<file path="src/rtl/rabe_pkg.sv">
`timescale 1ns / 1ps
package rabe_pkg;
  localparam int unsigned XLEN = 64;
  localparam logic [3:0] PcIndex = 4'd15;
  localparam logic [XLEN-1:0] ProgramBytes = 64'd65536;

  typedef enum logic [4:0] {
    OP_AND = 5'd0, OP_XOR = 5'd1, OP_OR = 5'd2, OP_NOT = 5'd3, OP_SHL = 5'd4,
    OP_SHR = 5'd5, OP_ADD = 5'd6, OP_SUB = 5'd7, OP_MUL = 5'd8, OP_DIV = 5'd9,
    OP_NEG = 5'd10, OP_MOD = 5'd11, OP_LT = 5'd12, OP_GT = 5'd13, OP_LE = 5'd14,
    OP_GE = 5'd15, OP_EQ = 5'd16, OP_NEQ = 5'd17, OP_JMP = 5'd18, OP_JZ = 5'd19,
    OP_JNZ = 5'd20, OP_MOV = 5'd21
  } op_e;

  typedef enum logic [1:0] {
    FAULT_NONE = 2'd0, FAULT_DIV_ZERO = 2'd1, FAULT_PC_RANGE = 2'd2
  } fault_e;

  typedef enum logic [2:0] {
    ST_IDLE, ST_READ, ST_ITER, ST_FINISH, ST_OUT
  } state_e;

  // request to the shared iterative unit
  typedef struct packed {
    logic start;
    logic is_mul;
  } iter_req_t;

  typedef struct packed {
    logic busy;
    logic done;
  } iter_stat_t;
endpackage

</file>
<file path="src/rtl/rabe_iter_unit.sv">
`timescale 1ns / 1ps
// shared shift-add multiplier / restoring divider, one bit per cycle
module rabe_iter_unit (
  input  logic                     clk_i,
  input  logic                     rst_ni,
  input  rabe_pkg::iter_req_t      req_i,
  input  logic [rabe_pkg::XLEN-1:0] a_i,
  input  logic [rabe_pkg::XLEN-1:0] b_i,
  output rabe_pkg::iter_stat_t     stat_o,
  output logic [rabe_pkg::XLEN-1:0] prod_o,
  output logic [rabe_pkg::XLEN-1:0] quot_o,
  output logic [rabe_pkg::XLEN-1:0] rem_o
);
  import rabe_pkg::*;

  logic [6:0] cnt_q, cnt_d;
  logic busy_q, busy_d, done_q, done_d, mul_q, mul_d;
  logic [XLEN-1:0] acc_q, acc_d, sh_q, sh_d, b_q, b_d;
  logic [XLEN:0] trial;

  always_comb begin
    busy_d = busy_q;
    done_d = 1'b0;
    cnt_d = cnt_q;
    mul_d = mul_q;
    acc_d = acc_q;
    sh_d = sh_q;
    b_d = b_q;
    trial = {acc_q, sh_q[XLEN-1]} - {1'b0, b_q};
    if (req_i.start) begin
      busy_d = 1'b1;
      cnt_d = 7'd0;
      mul_d = req_i.is_mul;
      acc_d = '0;
      sh_d = a_i;
      b_d = b_i;
    end else if (busy_q) begin
      if (mul_q) begin
        // sh holds multiplier bits shifted right, b the shifted multiplicand
        if (sh_q[0]) acc_d = acc_q + b_q;
        sh_d = sh_q >> 1;
        b_d = b_q << 1;
      end else begin
        if (!trial[XLEN]) begin
          acc_d = trial[XLEN-1:0];
          sh_d = {sh_q[XLEN-2:0], 1'b1};
        end else begin
          acc_d = {acc_q[XLEN-2:0], sh_q[XLEN-1]};
          sh_d = {sh_q[XLEN-2:0], 1'b0};
        end
      end
      cnt_d = cnt_q + 7'd1;
      if (cnt_q == 7'(XLEN - 1)) begin
        busy_d = 1'b0;
        done_d = 1'b1;
      end
    end
  end

  always_ff @(posedge clk_i or negedge rst_ni) begin
    if (!rst_ni) begin
      busy_q <= 1'b0;
      done_q <= 1'b0;
      cnt_q <= '0;
      mul_q <= 1'b0;
    end else begin
      busy_q <= busy_d;
      done_q <= done_d;
      cnt_q <= cnt_d;
      mul_q <= mul_d;
    end
  end

  always_ff @(posedge clk_i) begin
    acc_q <= acc_d;
    sh_q <= sh_d;
    b_q <= b_d;
  end

  assign stat_o.busy = busy_q;
  assign stat_o.done = done_q;
  assign prod_o = acc_q;
  assign quot_o = sh_q;
  assign rem_o = acc_q;
endmodule

</file>
<file path="config.mk">
export PLATFORM = sky130hd
export DESIGN_NAME = rabe_iter_unit
export DESIGN_NICKNAME = d
export VERILOG_FILES = /design/src/rtl/rabe_pkg.sv /design/src/rtl/rabe_iter_unit.sv
export SDC_FILE = /design/constraint.sdc
export NUM_CORES = 1
export LEC_CHECK = 0
export BUFFER_PORTS_ARGS = -buffer_cell sky130_fd_sc_hd__buf_2
export CAP_MARGIN = 20
export CORE_MARGIN = 1.5
export CORE_UTILIZATION = 58
export DETAILED_ROUTE_END_ITERATION = 6
export PLACE_DENSITY = 0.83
export SYNTH_ARGS = -nofsm -noshare
export SYNTH_HDL_FRONTEND = slang
export SYNTH_SLANG_ARGS = --single-unit
</file>
<file path="constraint.sdc">
create_clock -name clk_i -period 4.3 [get_ports clk_i]
set_clock_uncertainty 0.1 [all_clocks]
set_input_delay 1.075 -clock clk_i [delete_from_list [all_inputs] [get_ports clk_i]]
set_output_delay 1.075 -clock clk_i [all_outputs]
set_load 0.03 [all_outputs]
</file>
======== After elaboration in Yosys (flattened, before gate mapping) ========
Index checks and enable logic that the tools add are counted.
word-level totals
  register bits ........................... 202
  output and inout bits ................... 194
  word-level logic and storage cells ...... 34
  input port bits ......................... 132
  memories kept ........................... 0
  memory bits (writable) .................. 0
  memory bits (read-only) ................. 0
  latch bits .............................. 0
operators by class
  $add $sub $neg .......................... 3
  reduce and logical (&&, ||, !) cells .... 4
  divide/modulo/power cells ............... 0
  eq/ne operators ......................... 2
  $mul .................................... 0
  muxes and demuxes ....................... 18
  magnitude comparators ................... 0
  bitwise gates (word level) .............. 0
  shift operators ......................... 0
operator list
  operator                                                                  number
  64-bit 2-to-1 mux                                                         9
  65-bit by 64-bit subtractor with 65-bit output                            1
  64-bit adder                                                              1
  7-bit 2-to-1 mux                                                          2
  7-bit by 1-bit adder with 7-bit output (second input constant)            1
  7-bit by 6-bit == test with 1-bit output (second input constant)          1
  1-bit 2-to-1 mux                                                          7
  2-bit AND reduction                                                       2
  2-bit nonzero test                                                        2
  2-bit by 1-bit inequality test with 1-bit output (second input constant)  1

======== Depth between registers and ports, before layout ========
  depth after elaboration ................. 5
  mapped depth ............................ 16
  gate-level depth less buffers ........... 14

======== Worst setup path before layout ========
No wires, ideal clock.
  path type ............................... register to register
  from .................................... register sh_q[63], in the netlist quot_o[63]
  to ...................................... register acc_q[47], in the netlist prod_o[47]
  slack ................................... 0.629 ns
  stages on the path, launching flop included .. 16
  period minus slack after synthesis ...... 3.671 ns
  data arrival time ....................... 3.444 ns
  path buffers ............................ 2
  path through ............................ edfxtp_1 inv_1 ha_1 fa_1 nand2b_1 a21o_1 a211oi_1 o21ai_2 a2111oi_4 nor2_2 xnor2_4 buf_6 buf_8 nor3b_1 a2111oi_1 nor2_1
on the way
  longest elaborated chain between the ends .. 3
ends and longest elaborated chain
  item                                            RTL line              source
  start, declared                                 rabe_iter_unit.sv:18  logic [XLEN-1:0] acc_q, acc_d, sh_q, sh_d, b_q, b_d;
  start signal, assigned                          rabe_iter_unit.sv:76  sh_q <= sh_d;
  65-bit by 64-bit subtractor with 65-bit output  rabe_iter_unit.sv:29  trial = {acc_q, sh_q[XLEN-1]} - {1'b0, b_q};
  64-bit 2-to-1 mux                               rabe_iter_unit.sv:44  if (!trial[XLEN]) begin
  64-bit 2-to-1 mux                               rabe_iter_unit.sv:38  if (mul_q) begin
  end signal, assigned                            rabe_iter_unit.sv:75  acc_q <= acc_d;
  end, declared                                   rabe_iter_unit.sv:18
No other way between the ends.
A chain may end at the register's enable or synchronous reset.

======== Worst setup path after layout ========
  from .................................... register b_q[1]
  to ...................................... register acc_q[47], in the netlist prod_o[47]
on the way
  longest elaborated chain between the ends .. 3
ends and longest elaborated chain
  item                                                                                   RTL line                                    source
  start, declared                                                                        rabe_iter_unit.sv:18
  start signal, assigned                                                                 rabe_iter_unit.sv:77                        b_q <= b_d;
  65-bit by 64-bit subtractor with 65-bit output / 64-bit adder (equally long branches)  rabe_iter_unit.sv:29, rabe_iter_unit.sv:40
  64-bit 2-to-1 mux, on equally long branches                                            rabe_iter_unit.sv:44, rabe_iter_unit.sv:40
  64-bit 2-to-1 mux *                                                                    rabe_iter_unit.sv:38
Every way passes the cells marked *; elsewhere a longest branch is shown, timed or not. The select of a mux whose other input is x is not followed.

==> run_results.csv <==
group,metric,value,unit
detailed_routing,wirelength,60600,um
synth,synth_edf_count,128,
synth,synth_xor_area_frac,0.0595,
detailed_routing,drc,0,
clock_tree,numClockSinks,202,
floorplan,coreArea,29800,um2
synth,synth.area.mux_share,0.0623,
timing,tns,0,ns
placement,io_buffer_count,325,
clock_tree,cts_setup_buffers,0,
finish,final_cell_mix,"324 x buf_2, 286 x nand2_1, 256 x o21ai_0, 181 x a21oi_1",
pwr,power_density,778,nW/um2
placement,place_congestion,1.00,
clock_tree,insertion_delay,0.56,ns
clock_tree,cts_made_buffers,25,
global_routing,grt_pass1_vias,16700,
pwr,vdd_drop_max,0.000439,V
synth,async_flop_share,0.0495,
synth,yosysWarnings,0,
floorplan,dieWidth,178,um
critical_path,max_stage_delay,0.52,ns
timing,finalSetupViolations,0,
timing,rsz0062_at_grt,"false",
synth,synthSimpleGateAreaFrac,0.147,
timing,fmax,0.245,GHz
placement,post-place-ws,0.343,ns
synth,synth_top_area_cell,"edfxtp_1",
critical_path,path_cells,"inv_1 -> ha_1 -> nor2b_1 -> o31ai_1 -> a21oi_1 -> a41oi_1 -> o41ai_2 -> a2111oi_0 -> o21bai_1 -> a21oi_1 -> mux2i_1 -> a2111oi_1 -> nor2_1",
critical_path,cpMostUsedCell,"a21oi_1",
timing,finalCritPeriodShare,0.948,
clock_tree,cts_tree,"built",
finish,final_area,20100,um2
synth,yosysTopAreaCellShare,0.217,
synth,synth_top_family_by_area,"compound AO/OA/AOI/OAI gates",
timing,fin_ws,0.223,ns
critical_path,cp_slowest_cell,"a2111oi_0",
clock_tree,htreeDepth,1,
min_path,worstHoldPathType,"in2async",
floorplan,die-area,31600,um2
synth,synth_compound_area_frac,0.257,
synth,yosysUniqueCellTypes,81,
floorplan,rows,63,
synth,ys.flop_type,"edfxtp_1",
run_status,status,"complete, no violations",
synth,synth-seq-cells,202,
detailed_routing,vias_per_cell,6.33,
global_routing,grt_overflow,0,
finish,finalNetCount,2629,
detailed_routing,ant_nets,0,
global_routing,grt_usage,0.377,
finish,layout-drive-gt1-share,0.190,
timing,worst_pin_slew,1.03,ns
floorplan,ioPinCount,326,
job,maxCapViolations,0,
timing,slew_headroom,0.308,
timing,hold_ws,0.266,ns
finish,final_common_cell,"buf_2",
critical_path,cp-end-kind,"flip-flop",
clock_tree,ctsHoldBuffers,0,
timing,period_minus_slack,4.08,ns
pwr,power,15.6,mW
synth,synthesis.instances,2150,
critical_path,cp_max_fo,4,
timing,hold_viol,0,
detailed_routing,vias,17600,
critical_path,crit_required,4.64,ns
critical_path,crit_type,"reg2reg",
detailed_routing,dr.pass1.iters,6,
synth,synth-adder-area-share,0.0928,
global_routing,grt_max_degree,172,
pwr,p_leak,9.45,nW
clock_tree,ctsLongestPathBuffers,3,
placement,place_area,19200,um2
critical_path,start_kind,"flip-flop",
clock_tree,cts.clk_slew.worst_paths,0.06,ns
finish,area_growth,13.4,%
timing,slew_violations,0,
global_routing,antenna_found_initial,2,
detailed_routing,drtIter0Drc,1727,
synth,syn-cell-area,17700,um2
synth,synth_fp_nets,2412,
detailed_routing,wl_per_cell,21.8,um
global_routing,grt_first_pass_wirelength,92300,um
floorplan,die_h,178,um
synth,synthTopCellsByArea,"edfxtp_1 22%, ha_1 9.1%, o21ai_0 7.3%",
clock_tree,cts_resized,0,
synth,ys_seq_area_frac,0.304,
floorplan,start_util,0.594,
synth,syn_area_per_cell,8.23,um2
critical_path,crit_arrival,4.42,ns
placement,place_hpwl,46200,um
clock_tree,cts_root_buffer,"clkbuf_16",
==> layer usage <==
metal	vias to the layer above	global-route usage	routed length [um]
met5	-	0	25
met3	188	0.0585	4960
met4	4	0.190	3250
met1	8197	0.468	24000
li1	8228	-	-
met2	949	0.635	28400
==> cell usage after synthesis (9+ instances only) <==
master    number
a211oi_1      28
a21o_1        78
a21oi_1      181
a221oi_1      12
a22o_1        11
a22oi_1       12
a31oi_1       18
and2_1         9
and3_1        13
buf_2         10
buf_4         74
clkbuf_1      91
dfrtp_1       10
dfxtp_1       64
edfxtp_1     128
ha_1         128
inv_1         93
mux2_2         9
mux2i_1      100
nand2_1      287
nand3_1       38
nand4_1       35
nor2_1       111
nor2b_1       10
nor3_1        20
o21a_1        15
o21ai_0      257
o21bai_1      32
o221ai_1       9
o31ai_1       13
or3_1         14
xnor2_1       65
xor2_1        52
==> layout make-up <==
class	count	area (um2)
tap	390	488
antenna	1	2.50
clock inverter	13	124
fill	2614	9730
inverter	93	349
sequential	202	5380
clock buffer	33	696
multi-input combinational	1668	11000
timing repair buffer	377	2060
==> metrics by stage <==
stage	instances	utilization
CTS	2776	0.673
global placement	2730	0.646
global route	2776	0.673
floorplan	2150	-
finish	2777	0.673
detailed placement	2730	0.646
==> registers in the layout, indices dropped and copies added (netlist names) <==
signal,count
b_q,64
mul_q,1
done_q,1
quot_o,64
prod_o,64
busy_q,1
cnt_q,7
==> worst paths after layout <==
kind | from | cells after the start | endpoint | slack [ns]
setup / recovery | b_q[1] | 13 | prod_o[47] | 0.22
hold / removal | rst_ni | 1 | done_q | 0.27
setup reg to reg | b_q[1] | 13 | prod_o[47] | 0.22
hold reg to reg | prod_o[8] | 2 | prod_o[8] | 0.45
max in group asynchronous | rst_ni | 1 | mul_q | 3.61
min in group clk_i | prod_o[8] | 2 | prod_o[8] | 0.45
==> where the power goes <==
group          switching [mW]  internal [mW]
Clock                   0.911           1.26
Sequential              0.657           2.52
Combinational            6.46           3.80
Total                    8.03           7.58
==> worst max-delay path, delay by kind of cell (launching register included) <==
kind                     cells  cell delay (ns)
flip-flops                   1             0.43
adder cells (fa/ha/maj)      1             0.24
buffers and inverters        1             0.15
AND/OR/NAND/NOR              2             0.21
multiplexers                 1             0.12
AO/OA/AOI/OAI                8             2.70
==> cell families after synthesis <==
kind of cell,Yosys count
compound gates,733
simple gates,578
buf+inv,280
flops,202
fa+ha+maj,130
xor+xnor,118
mux,109
Note: power is estimated with default switching activity, not from simulation.
